**config.mk**
```make
export PLATFORM = sky130hd
export DESIGN_NAME = touch_event_tap_mapper
export DESIGN_NICKNAME = d
export VERILOG_FILES = /design/src/design/ttm_pkg.sv /design/src/design/ttm_divider.sv /design/src/design/ttm_mapper.sv /design/src/design/touch_event_tap_mapper.sv
export SDC_FILE = /design/constraint.sdc
export NUM_CORES = 2
export LEC_CHECK = 0
export BUFFER_PORTS_ARGS = -buffer_cell sky130_fd_sc_hd__buf_2
export CELL_PAD_IN_SITES_DETAIL_PLACEMENT = 0
export CELL_PAD_IN_SITES_GLOBAL_PLACEMENT = 1
export CORE_MARGIN = 5
export CORE_UTILIZATION = 45
export CTS_CLUSTER_SIZE = 20
export DETAILED_ROUTE_END_ITERATION = 12
export PLACE_DENSITY = 0.8
export SKIP_CTS_REPAIR_TIMING = 1
export SYNTH_ARGS = -nofsm -noshare
export SYNTH_HDL_FRONTEND = slang
export SYNTH_HIERARCHICAL = 1
export SYNTH_SLANG_ARGS = --single-unit
```
**constraint.sdc**
```tcl
create_clock -name clk -period 11.95 [get_ports clk]
set_clock_uncertainty 0.2 [all_clocks]
set_input_delay 1.195 -clock clk [delete_from_list [all_inputs] [get_ports clk]]
set_output_delay 1.195 -clock clk [all_outputs]
set_load 0.005 [all_outputs]
```
**src/design/ttm_pkg.sv**
```systemverilog
// Shared types and constants for the touch event tap mapper.
// No dependencies; imported by every design module and the checker.
package ttm_pkg;

  localparam logic [15:0] EVT_SYN = 16'd0;
  localparam logic [15:0] EVT_KEY = 16'd1;
  localparam logic [15:0] EVT_ABS = 16'd3;

  localparam logic [15:0] CODE_SYN_REPORT     = 16'd0;
  localparam logic [15:0] CODE_KEY_POWER      = 16'd116;
  localparam logic [15:0] CODE_BTN_TOOL_PEN   = 16'd320;
  localparam logic [15:0] CODE_BTN_TOOL_FINGER = 16'd325;
  localparam logic [15:0] CODE_BTN_TOUCH      = 16'd330;
  localparam logic [15:0] CODE_ABS_X          = 16'd0;
  localparam logic [15:0] CODE_ABS_Y          = 16'd1;
  localparam logic [15:0] CODE_MT_X           = 16'd53;
  localparam logic [15:0] CODE_MT_Y           = 16'd54;
  localparam logic [15:0] CODE_MT_TRACK       = 16'd57;

  localparam logic [2:0] CFG_SCREEN_WIDTH  = 3'd0;
  localparam logic [2:0] CFG_SCREEN_HEIGHT = 3'd1;
  localparam logic [2:0] CFG_ORIENT        = 3'd2;
  localparam logic [2:0] CFG_X_MIN         = 3'd3;
  localparam logic [2:0] CFG_X_MAX         = 3'd4;
  localparam logic [2:0] CFG_Y_MIN         = 3'd5;
  localparam logic [2:0] CFG_Y_MAX         = 3'd6;

  localparam logic REQ_EVENT = 1'b0;
  localparam logic REQ_REARM = 1'b1;

  localparam logic KIND_TAP  = 1'b0;
  localparam logic KIND_EXIT = 1'b1;

  localparam logic [12:0] MIN_DIM      = 13'd1;
  localparam logic [12:0] MAX_DIM      = 13'd4096;
  localparam logic [13:0] SCALE_MARGIN = 14'd64;
  localparam logic [15:0] KEY_DOWN     = 16'd1;

  localparam int unsigned QUO_W   = 12;
  localparam int unsigned DEN_W   = 32;
  localparam int unsigned NUM_W   = DEN_W + QUO_W;
  localparam logic [3:0]  DIV_STEPS = 4'(QUO_W);

  typedef struct packed {
    logic [12:0]        screen_width;
    logic [12:0]        screen_height;
    logic [2:0]         orient;
    logic signed [31:0] x_min;
    logic signed [31:0] x_max;
    logic signed [31:0] y_min;
    logic signed [31:0] y_max;
  } cfg_t;

  typedef struct packed {
    logic             start;
    logic [NUM_W-1:0] num;
    logic [DEN_W-1:0] den;
  } div_req_t;

  typedef struct packed {
    logic             done;
    logic [QUO_W-1:0] quo;
  } div_rsp_t;

  typedef struct packed {
    logic        done;
    logic [11:0] x;
    logic [11:0] y;
  } map_rsp_t;

  function automatic logic [12:0] clamp_dim(input logic [12:0] d);
    logic [12:0] r;
    if (d < MIN_DIM) begin
      r = MIN_DIM;
    end else if (d > MAX_DIM) begin
      r = MAX_DIM;
    end else begin
      r = d;
    end
    return r;
  endfunction

endpackage

```
**src/design/ttm_divider.sv**
```systemverilog
// Shared restoring divider, one quotient bit per cycle.
// Depends on ttm_pkg; used by ttm_mapper for both axes.
module ttm_divider import ttm_pkg::*; (
  input  logic     clk,
  input  logic     rst_n,
  input  div_req_t req,
  output div_rsp_t rsp
);

  logic [DEN_W-1:0] rem_r, rem_nxt;
  logic [QUO_W-1:0] nlo_r, nlo_nxt;
  logic [QUO_W-1:0] quo_r, quo_nxt;
  logic [DEN_W-1:0] den_r, den_nxt;
  logic [3:0]       cnt_r, cnt_nxt;
  logic             busy_r, busy_nxt;
  logic             done_r, done_nxt;
  logic [DEN_W:0]   trial;
  logic [DEN_W:0]   diff;

  // quotient is known to fit QUO_W bits, so the top numerator bits start as remainder
  assign trial = {rem_r, nlo_r[QUO_W-1]};
  assign diff  = trial - {1'b0, den_r};

  always_comb begin
    rem_nxt  = rem_r;
    nlo_nxt  = nlo_r;
    quo_nxt  = quo_r;
    den_nxt  = den_r;
    cnt_nxt  = cnt_r;
    busy_nxt = busy_r;
    done_nxt = 1'b0;
    if (req.start) begin
      rem_nxt  = req.num[NUM_W-1:QUO_W];
      nlo_nxt  = req.num[QUO_W-1:0];
      den_nxt  = req.den;
      cnt_nxt  = DIV_STEPS;
      busy_nxt = 1'b1;
    end else if (busy_r) begin
      if (trial >= {1'b0, den_r}) begin
        rem_nxt = diff[DEN_W-1:0];
        quo_nxt = {quo_r[QUO_W-2:0], 1'b1};
      end else begin
        rem_nxt = trial[DEN_W-1:0];
        quo_nxt = {quo_r[QUO_W-2:0], 1'b0};
      end
      nlo_nxt = {nlo_r[QUO_W-2:0], 1'b0};
      cnt_nxt = cnt_r - 4'd1;
      if (cnt_r == 4'd1) begin
        busy_nxt = 1'b0;
        done_nxt = 1'b1;
      end
    end
  end

  always_ff @(posedge clk) begin
    rem_r <= rem_nxt;
    nlo_r <= nlo_nxt;
    quo_r <= quo_nxt;
    den_r <= den_nxt;
    if (!rst_n) begin
      cnt_r  <= '0;
      busy_r <= 1'b0;
      done_r <= 1'b0;
    end else begin
      cnt_r  <= cnt_nxt;
      busy_r <= busy_nxt;
      done_r <= done_nxt;
    end
  end

  assign rsp.done = done_r;
  assign rsp.quo  = quo_r;

endmodule

```
**src/design/ttm_mapper.sv**
```systemverilog
// Point mapping sequencer: range test, per-axis scale through the shared
// divider, then mirror and clamp. Depends on ttm_pkg and ttm_divider.
module ttm_mapper import ttm_pkg::*; (
  input  logic               clk,
  input  logic               rst_n,
  input  logic               start,
  input  cfg_t               cfg,
  input  logic signed [31:0] raw_x,
  input  logic signed [31:0] raw_y,
  output map_rsp_t           rsp
);

  typedef enum logic [4:0] {
    M_IDLE  = 5'b00001,
    M_SPAN  = 5'b00010,
    M_SETUP = 5'b00100,
    M_MULT  = 5'b01000,
    M_DIV   = 5'b10000
  } mstate_t;

  mstate_t            state_r, state_nxt;
  logic               axis_r, axis_nxt;
  logic               cond_r, cond_nxt;
  logic signed [31:0] v_r, v_nxt;
  logic signed [32:0] d_r, d_nxt;
  logic signed [32:0] span_r, span_nxt;
  logic               scl_r, scl_nxt;
  logic               lo_r, lo_nxt;
  logic               hi_r, hi_nxt;
  logic [11:0]        x_r, x_nxt;
  logic [11:0]        y_r, y_nxt;
  logic               done_r, done_nxt;

  div_req_t div_req;
  div_rsp_t div_rsp;

  logic [12:0]        sw, sh;
  logic [11:0]        w, h, top;
  logic [13:0]        longest;
  logic signed [32:0] span_x, span_y, lim;
  logic               use_y, mir;
  logic signed [31:0] sel_v, sel_lo, sel_hi;
  logic [11:0]        sc, res;
  logic signed [33:0] val, mval, top_s;

  assign sw      = clamp_dim(cfg.screen_width);
  assign sh      = clamp_dim(cfg.screen_height);
  assign w       = 12'(sw - 13'd1);
  assign h       = 12'(sh - 13'd1);
  assign longest = ((sw > sh) ? {1'b0, sw} : {1'b0, sh}) + SCALE_MARGIN;
  assign lim     = $signed({19'd0, longest});
  assign span_x  = {cfg.x_max[31], cfg.x_max} - {cfg.x_min[31], cfg.x_min};
  assign span_y  = {cfg.y_max[31], cfg.y_max} - {cfg.y_min[31], cfg.y_min};

  // output axis 0 is x, 1 is y; swap picks the other raw source
  assign use_y  = cfg.orient[0] ^ axis_r;
  assign sel_v  = use_y ? raw_y : raw_x;
  assign sel_lo = use_y ? cfg.y_min : cfg.x_min;
  assign sel_hi = use_y ? cfg.y_max : cfg.x_max;
  assign top    = axis_r ? h : w;
  assign mir    = axis_r ? cfg.orient[2] : cfg.orient[1];
  assign top_s  = $signed({22'd0, top});

  assign div_req.start = (state_r == M_MULT);
  assign div_req.num   = NUM_W'(d_r[31:0]) * NUM_W'(top);
  assign div_req.den   = span_r[31:0];

  assign sc   = lo_r ? 12'd0 : (hi_r ? top : div_rsp.quo);
  assign val  = scl_r ? $signed({22'd0, sc}) : $signed({{2{v_r[31]}}, v_r});
  assign mval = mir ? (top_s - val) : val;
  assign res  = mval[33] ? 12'd0 : ((mval > top_s) ? top : mval[11:0]);

  always_comb begin
    state_nxt = state_r;
    axis_nxt  = axis_r;
    cond_nxt  = cond_r;
    v_nxt     = v_r;
    d_nxt     = d_r;
    span_nxt  = span_r;
    scl_nxt   = scl_r;
    lo_nxt    = lo_r;
    hi_nxt    = hi_r;
    x_nxt     = x_r;
    y_nxt     = y_r;
    done_nxt  = 1'b0;
    unique case (state_r)
      M_IDLE: begin
        if (start) begin
          state_nxt = M_SPAN;
        end
      end
      M_SPAN: begin
        cond_nxt  = (span_x > lim) || (span_y > lim);
        axis_nxt  = 1'b0;
        state_nxt = M_SETUP;
      end
      M_SETUP: begin
        v_nxt     = sel_v;
        d_nxt     = {sel_v[31], sel_v} - {sel_lo[31], sel_lo};
        span_nxt  = {sel_hi[31], sel_hi} - {sel_lo[31], sel_lo};
        scl_nxt   = cond_r && (sel_hi > sel_lo);
        state_nxt = M_MULT;
      end
      M_MULT: begin
        lo_nxt    = d_r[32] || (d_r == '0);
        hi_nxt    = (d_r >= span_r);
        state_nxt = M_DIV;
      end
      M_DIV: begin
        if (div_rsp.done) begin
          if (!axis_r) begin
            x_nxt     = res;
            axis_nxt  = 1'b1;
            state_nxt = M_SETUP;
          end else begin
            y_nxt     = res;
            done_nxt  = 1'b1;
            state_nxt = M_IDLE;
          end
        end
      end
      default: state_nxt = M_IDLE;
    endcase
  end

  always_ff @(posedge clk) begin
    cond_r <= cond_nxt;
    v_r    <= v_nxt;
    d_r    <= d_nxt;
    span_r <= span_nxt;
    scl_r  <= scl_nxt;
    lo_r   <= lo_nxt;
    hi_r   <= hi_nxt;
    x_r    <= x_nxt;
    y_r    <= y_nxt;
    if (!rst_n) begin
      state_r <= M_IDLE;
      axis_r  <= 1'b0;
      done_r  <= 1'b0;
    end else begin
      state_r <= state_nxt;
      axis_r  <= axis_nxt;
      done_r  <= done_nxt;
    end
  end

  ttm_divider u_div (
    .clk  (clk),
    .rst_n(rst_n),
    .req  (div_req),
    .rsp  (div_rsp)
  );

  assign rsp.done = done_r;
  assign rsp.x    = x_r;
  assign rsp.y    = y_r;

endmodule

```
**src/design/touch_event_tap_mapper.sv**
```systemverilog
// Top level: stream ports, configuration registers, event decode and touch state.
// Depends on ttm_pkg and ttm_mapper.
//
// Turns Linux input events into screen taps and exit-key presses. A beat that yields
// no result leaves the block ready for the next beat; a beat that yields a result is
// moved, in T_HOLD, into the output register once that register is free or draining,
// and the register holds it while the next beats are accepted. A sync report that
// fires a tap first occupies the block in T_MAP while the shared 12-step serial
// divider scales the two axes one after the other. Configuration writes are always ready.
module touch_event_tap_mapper import ttm_pkg::*; (
  input  logic        clk,
  input  logic        rst_n,
  input  logic        in_tvalid,
  output logic        in_tready,
  input  logic [63:0] in_tdata,   // ev_type[15:0], ev_code[31:16], ev_value[63:32]
  input  logic [1:0]  in_tuser,   // req_type[0], from_touch[1]
  output logic        out_tvalid,
  input  logic        out_tready,
  output logic [23:0] out_tdata,  // tap_x[11:0], tap_y[23:12]
  output logic        out_tuser,  // result_kind
  input  logic        cfg_valid,
  output logic        cfg_ready,
  input  logic [2:0]  cfg_index,
  input  logic [31:0] cfg_data
);

  typedef enum logic [2:0] {
    T_IDLE = 3'b001,
    T_MAP  = 3'b010,
    T_HOLD = 3'b100
  } tstate_t;

  tstate_t            state_r, state_nxt;
  cfg_t               cfg_r, cfg_nxt;
  logic signed [31:0] raw_x_r, raw_x_nxt;
  logic signed [31:0] raw_y_r, raw_y_nxt;
  logic               seen_x_r, seen_x_nxt;
  logic               seen_y_r, seen_y_nxt;
  logic               armed_r, armed_nxt;
  logic               pkind_r, pkind_nxt;
  logic [11:0]        px_r, px_nxt;
  logic [11:0]        py_r, py_nxt;
  logic               ovalid_r, ovalid_nxt;
  logic               okind_r, okind_nxt;
  logic [11:0]        ox_r, ox_nxt;
  logic [11:0]        oy_r, oy_nxt;
  logic               map_start;
  map_rsp_t           map_rsp;

  logic               acc;
  logic               req_type, from_touch;
  logic [15:0]        ev_type, ev_code;
  logic signed [31:0] ev_value;
  logic               is_btn;

  assign req_type   = in_tuser[0];
  assign from_touch = in_tuser[1];
  assign ev_type    = in_tdata[15:0];
  assign ev_code    = in_tdata[31:16];
  assign ev_value   = in_tdata[63:32];
  assign in_tready  = (state_r == T_IDLE);
  assign acc        = in_tvalid && in_tready;
  assign cfg_ready  = 1'b1;
  assign is_btn     = (ev_code == CODE_BTN_TOUCH) || (ev_code == CODE_BTN_TOOL_FINGER) ||
                      (ev_code == CODE_BTN_TOOL_PEN);

  always_comb begin
    cfg_nxt = cfg_r;
    if (cfg_valid) begin
      unique case (cfg_index)
        CFG_SCREEN_WIDTH:  cfg_nxt.screen_width  = cfg_data[12:0];
        CFG_SCREEN_HEIGHT: cfg_nxt.screen_height = cfg_data[12:0];
        CFG_ORIENT:        cfg_nxt.orient        = cfg_data[2:0];
        CFG_X_MIN:         cfg_nxt.x_min         = cfg_data;
        CFG_X_MAX:         cfg_nxt.x_max         = cfg_data;
        CFG_Y_MIN:         cfg_nxt.y_min         = cfg_data;
        CFG_Y_MAX:         cfg_nxt.y_max         = cfg_data;
        default:           cfg_nxt               = cfg_r;
      endcase
    end
  end

  always_comb begin
    state_nxt  = state_r;
    raw_x_nxt  = raw_x_r;
    raw_y_nxt  = raw_y_r;
    seen_x_nxt = seen_x_r;
    seen_y_nxt = seen_y_r;
    armed_nxt  = armed_r;
    pkind_nxt  = pkind_r;
    px_nxt     = px_r;
    py_nxt     = py_r;
    ovalid_nxt = ovalid_r;
    okind_nxt  = okind_r;
    ox_nxt     = ox_r;
    oy_nxt     = oy_r;
    map_start  = 1'b0;

    if (ovalid_r && out_tready) begin
      ovalid_nxt = 1'b0;
    end

    unique case (state_r)
      T_IDLE: begin
        if (acc) begin
          priority if (req_type == REQ_REARM) begin
            armed_nxt = 1'b1;
          end else if (!from_touch) begin
            if (ev_type == EVT_KEY && ev_value == $signed({16'd0, KEY_DOWN}) &&
                ev_code != CODE_KEY_POWER) begin
              pkind_nxt = KIND_EXIT;
              px_nxt    = '0;
              py_nxt    = '0;
              state_nxt = T_HOLD;
            end
          end else if (ev_type == EVT_KEY) begin
            if (is_btn && ev_value == '0) begin
              armed_nxt = 1'b1;
            end
          end else if (ev_type == EVT_ABS) begin
            priority if (ev_code == CODE_MT_X || ev_code == CODE_ABS_X) begin
              raw_x_nxt  = ev_value;
              seen_x_nxt = 1'b1;
            end else if (ev_code == CODE_MT_Y || ev_code == CODE_ABS_Y) begin
              raw_y_nxt  = ev_value;
              seen_y_nxt = 1'b1;
            end else if (ev_code == CODE_MT_TRACK && ev_value[31]) begin
              armed_nxt = 1'b1;
            end else begin
              armed_nxt = armed_r;
            end
          end else if (ev_type == EVT_SYN && ev_code == CODE_SYN_REPORT) begin
            if (seen_x_r && seen_y_r && armed_r) begin
              armed_nxt = 1'b0;
              map_start = 1'b1;
              state_nxt = T_MAP;
            end
          end else begin
            armed_nxt = armed_r;
          end
        end
      end
      T_MAP: begin
        if (map_rsp.done) begin
          pkind_nxt = KIND_TAP;
          px_nxt    = map_rsp.x;
          py_nxt    = map_rsp.y;
          state_nxt = T_HOLD;
        end
      end
      T_HOLD: begin
        if (!ovalid_r || out_tready) begin
          ovalid_nxt = 1'b1;
          okind_nxt  = pkind_r;
          ox_nxt     = px_r;
          oy_nxt     = py_r;
          state_nxt  = T_IDLE;
        end
      end
      default: state_nxt = T_IDLE;
    endcase
  end

  always_ff @(posedge clk) begin
    pkind_r <= pkind_nxt;
    px_r    <= px_nxt;
    py_r    <= py_nxt;
    okind_r <= okind_nxt;
    ox_r    <= ox_nxt;
    oy_r    <= oy_nxt;
    if (!rst_n) begin
      state_r  <= T_IDLE;
      seen_x_r <= 1'b0;
      seen_y_r <= 1'b0;
      armed_r  <= 1'b1;
      ovalid_r <= 1'b0;
      raw_x_r  <= '0;
      raw_y_r  <= '0;
      cfg_r    <= '{screen_width: 13'd1024, screen_height: 13'd1024, orient: 3'd0,
                    x_min: '0, x_max: '0, y_min: '0, y_max: '0};
    end else begin
      state_r  <= state_nxt;
      seen_x_r <= seen_x_nxt;
      seen_y_r <= seen_y_nxt;
      armed_r  <= armed_nxt;
      ovalid_r <= ovalid_nxt;
      raw_x_r  <= raw_x_nxt;
      raw_y_r  <= raw_y_nxt;
      cfg_r    <= cfg_nxt;
    end
  end

  ttm_mapper u_map (
    .clk  (clk),
    .rst_n(rst_n),
    .start(map_start),
    .cfg  (cfg_r),
    .raw_x(raw_x_r),
    .raw_y(raw_y_r),
    .rsp  (map_rsp)
  );

  assign out_tvalid = ovalid_r;
  assign out_tuser  = okind_r;
  assign out_tdata  = {oy_r, ox_r};

endmodule

```
# Yosys cells after proc, flatten, opt, wreduce, memory -nomap -nowiden
# Index checks and enable logic that the tools add are counted.
# word_totals
reg_bits	505
out_inout_bits	28
in_bits	106
# op_classes
n_reduce_logical	50
bitwise_logic	8
mux	81
mul	1
add_sub_neg	10
eq_ne	43
order_cmp	11
# ops
cell	count
32-bit two-way mux	6
12-bit two-way mux	13
32-bit by 32-bit subtractor with 33-bit output	4
34-bit two-way mux	2
33-bit by 15-bit greater-than comparator with 1-bit output	2
13-bit two-way mux	5
16-bit by 6-bit equality test with 1-bit output, second input constant	3
16-bit by 9-bit equality test with 1-bit output, second input constant	3
12-bit case mux with 2 select lines	2
32-bit by 12-bit multiplier with 44-bit output	1
34-bit by 13-bit greater-than comparator with 1-bit output	1
1-bit two-way mux	34
13-bit by 34-bit subtractor with 34-bit output	1
33-bit by 32-bit greater-or-equal comparator with 1-bit output	1
33-bit greater-or-equal comparator	1
33-bit logical NOT	1
3-bit two-way mux	11
16-bit by 1-bit equality test with 1-bit output, second input constant	2
32-bit by 2-bit equality test with 1-bit output, second input constant	1
32-bit greater-than comparator	1
16-bit logical NOT	2
32-bit logical NOT	1
32-bit subtractor	1
13-bit greater-than comparator, second input constant	2
other kinds (44)	103

# Logic depth before layout (Yosys ltp)
# logic_depth
ltp_word	13
ltp_mapped	35
mapped_depth_nobuf	33

# Modules after synthesis
# The synthesis kept the hierarchy.
# modules_own_cells
mod	seq_area_each_um2	cells_each	area_each_um2	n_inst
ttm_mapper	3923.8	3457	28698.8	1
touch_event_tap_mapper	6065.8	1117	10622.7	1
ttm_divider	2762.6	546	5610.4	1

# Least setup slack after synthesis
# OpenSTA, ideal clock, no wires.
# synth_path
kind	reg-to-reg
from	reg u_map.axis_r
to	reg u_map.u_div.rem_r[29], data pin
required_ns	11.491
period_less_slack_ns	8.685
stages_incl_launch_ff	31
t_arrival_ns	8.226
setup_ns	0.259
path_slack_ns	3.265
cell_sequence	dfxtp_1 > buf_2 > buf_1 > mux2i_1 > clkbuf_1 > ha_1 > nor3b_1 > nor3b_1 > xor2_1 > clkbuf_1 > and2_1 > fa_1 > fa_1 > fa_1 > fa_1 > inv_1 > fa_1 > inv_1 > ha_1 > a211oi_1 > nand2_1 > o2111ai_1 > o211ai_1 > a221o_1 > a31o_2 > a21oi_1 > or3b_2 > a21boi_1 > o41ai_1 > xnor2_1 > a2bb2oi_1
# synth_lines
item	line	text
from (decl)	ttm_mapper.sv:22	logic axis_r, axis_nxt;
from (signal assigned)	ttm_mapper.sv:142	axis_r <= axis_nxt;
to (signal assigned)	ttm_divider.sv:56	rem_r <= rem_nxt;
to (decl)	ttm_divider.sv:10	logic [DEN_W-1:0] rem_r, rem_nxt;

==> flow_metrics.tcl <==
set metrics [dict create \
    outcome "complete, no violations" \
    met1_length_um 58300 \
    clk_path_buf_depth 3 \
    finish.instance_area_um2 48900 \
    num_rows 116 \
    p_seq_share_pct 17.1 \
    drive_gt1_share_pct 8.28 \
    cts_sinks 505 \
    worst_path_dominant_cell_family "adder cells" \
    preCtsSetupSlack_ps 1770 \
    grt_pass1_wl_um 203000 \
    min_period_ps 10210 \
    die_h_um 326 \
    clock_latency_ps 670 \
    yosysSeqAreaShare_pct 28.4 \
    placed_cell_area_um2 46800 \
    worstSetupStartpointType "flop" \
    final_antenna_net_count 0 \
    drt_wl_total_um 130000 \
    p_clk_share_pct 17.7 \
    synth.avg_cell_area_um2 8.78 \
    crit_path_frequent_cell "fa_1" \
    core_area_um2 99600 \
    grt_use_total_pct 23.8 \
    wl_per_cell_um 20.1 \
    synth_cells 5120 \
    slew_violations 0 \
    max_freq_mhz 98.0 \
    rrSetupSlack_ps 1740 \
    power.total_mw 10.9 \
    setup.worst_path.class "reg2reg" \
    fin_ws_ps 1740 \
    area.sequential_um2 12800 \
    cp.required_ps 12140 \
    yosys.area.top_type "edfxtp_1" \
    io_buffers 132 \
    fin_setup_tns_ps 0 \
    die-area_um2 106000 \
    fin_cells 6479 \
    dr_wl_met2_um 59700 \
    final_util_pct 49.1 \
    h-tree-depth 2 \
    ctsRootBufferMaster "clkbuf_16" \
    reg2reg_depth 31 \
    start_util_pct 45.1 \
    crit_cells 31 \
    tightestPinTransition_ps 1230 \
    gp_congestion 0.910 \
    via_per_inst 5.60 \
    tritoncts "yes" \
    netSwitchingPower_mw 4.81 \
    yosysWarningCount 6 \
    dp_hpwl_um 100000 \
    antenna_found_initial 1 \
    max_stage_delay_ps 760 \
    holdWs_ps 217 \
    synthDistinctLibCells 96 \
    finalHoldViolCount 0 \
    cap_violations 0 \
    crit_arrival_ps 10400 \
    rsz0062_at_grt "false" \
    vias 36300 \
    area_delta_synth_final_pct 8.81 \
    critPathSlowestCell "o41ai_1" \
    ir_drop_mv 0.268 \
    cp_num_buf_inv 4 \
    die_w_um 326 \
    grt_pass1_vias 35600 \
    num_io_pins 134 \
    power.leakage_nw 21.5 \
    worst-path-max-fanout 36 \
    synth_edf_count 264 \
    p_int_mw 6.09 \
    fillers 9500 \
    route.detailed.drc 0 \
    finalCritPeriodShare_pct 85.4 \
    highest_layer "met4" \
    nets 5884 \
    synth_area_um2 44900 \
    p_comb_share_pct 65.2 \
    yosysTopAreaCellShare_pct 17.6 \
    worstHoldStart "py_r[3]" \
    swShare_pct 44.2 \
    r2r-start "cfg_r[139]" \
    numCtsBuffers 60 \
    met3_length_um 8570 \
    grt_overflow 0 \
    dp.cells 6363 \
    syn_nets 5876 \
    min_path_cells 0 \
    power.density_nw_per_um2 223 \
    slew_headroom_pct 17.7 \
    drt_iter0_markers 2879 \
    dr.pass1.iters 6 \
    synth_seq_cells 505 \
    min_to "oy_r[3]" \
    hold_path.class "reg2reg" \
    ys.flop_type "edfxtp_1" \
    setup_viol 0 \
    grt_max_degree 129 \
    r2r_end "u_map/u_div/rem_r[28]" \
    synth.top_cells.by_area "edfxtp_1, fa_1, dfxtp_1" \
    endpoint_kind "flop" \
    path_clk_slew_ps 60 \
    multi_input_comb_area_um2 29300 \
    async_flop_share_pct 0 \
]
## power by group through the flow
stage | Sequential (mW) | Clock [mW] | Combinational, mW
CTS | 1.86 | 1.98 | 7.10
finish | 1.86 | 1.93 | 7.10
detailed placement | 1.90 | 0 | 7.06
global placement | 1.90 | 0 | 7.01
global route | 1.87 | 2.05 | 8.06
floorplan | 1.90 | 0 | 5.62
## cell usage in the layout (no fill, tap or decap), drive strengths merged, types with 10 or more instances in the layout
cell type	instances
nor4	50
nor2	270
or3	24
a211oi	37
xor2	55
ha	344
a21o	87
o21ai	161
nand2	844
a31oi	40
dfxtp	241
clkinv	20
nor3b	13
o21a	45
o211ai	22
inv	584
nor2b	91
and3	24
and4	10
a21boi	199
xnor2	127
mux2	81
edfxtp	264
nor3	63
o22ai	16
o21bai	41
or2	11
o31ai	10
buf	171
mux2i	91
nand2b	47
nand3	90
clkbuf	77
and2	130
nand4	47
fa	306
a21oi	263
## routing by layer
layer | global-route usage (%) | vias up
li1 | - | 17400
met1 | 32.9 | 17600
met2 | 39.0 | 1057
met3 | 3.89 | 168
met4 | 6.54 | 0
met5 | 0 | -
## layout make-up
type / count / area share (%)
clock inverter: 37 / 0.903
antenna: 1 / 0.00512
multi-input combinational: 3811 / 59.8
clock buffer: 77 / 3.39
timing repair buffer: 171 / 2.00
sequential: 505 / 26.1
inverter: 579 / 4.45
tap: 1298 / 3.32
## synth_stat cells (all sizes together) (10+ instances only)
master  number
or3         24
ha         344
nand4       47
nand2b      47
o21a        45
a211oi      37
and2       130
inv        578
clkbuf     195
a21o        87
or2         11
nor4        50
nand2      844
a21oi      263
a31oi       40
xnor2      127
dfxtp      241
buf         30
o21bai      41
fa         306
a21boi     199
mux2        81
nand3       90
nor3        63
nor2b       91
o211ai      22
o31ai       10
nor2       270
nor3b       13
mux2i       91
edfxtp     264
and3        24
o22ai       16
xor2        55
and4        10
o21ai      161
## state kept, by name, summed over array words and instances, names as in the netlist, 32 cells and up
name               cells
u_map/u_div/den_r     32
cfg_r                157
raw_x_r               32
raw_y_r               32
u_map/v_r             32
u_map/d_r             33
u_map/span_r          33
u_map/u_div/rem_r     32
## worst reg2reg max path, delay by kind of cell (launching register included)
family / cells / cell delay [ps]
fa+ha+maj: 7 / 3180
mux: 2 / 430
simple gates: 10 / 2050
buf+inv: 4 / 940
xor+xnor: 1 / 720
flops: 1 / 420
compound gates: 7 / 1990
## cells by family after synthesis
logic type                 after synthesis  share of synthesized area [%]
buffers and inverters                  804                           6.87
adders and majority gates              651                           23.2
xor gates and xnor gates               182                           3.55
muxes                                  172                           4.07
and+or+nand+nor                       1749                           18.1
other                                    1                        0.00835
AOI/OAI and AO/OA                     1056                           15.8
DFF                                    505                           28.4
## worst max path at each step
stage	startpoint	slack, ps	end
2_1_floorplan	u_map/axis_r	3260	u_map/u_div/rem_r[29]
3_3_place_gp	cfg_r[137]	1910	u_map/u_div/rem_r[28]
3_5_place_dp	cfg_r[139]	1770	u_map/u_div/rem_r[28]
4_1_cts	cfg_r[139]	1740	u_map/u_div/rem_r[28]
5_1_grt	cfg_r[139]	1090	u_map/u_div/rem_r[28]
6_report	cfg_r[139]	1740	u_map/u_div/rem_r[28]
Note: power is estimated with default switching activity, not from simulation.
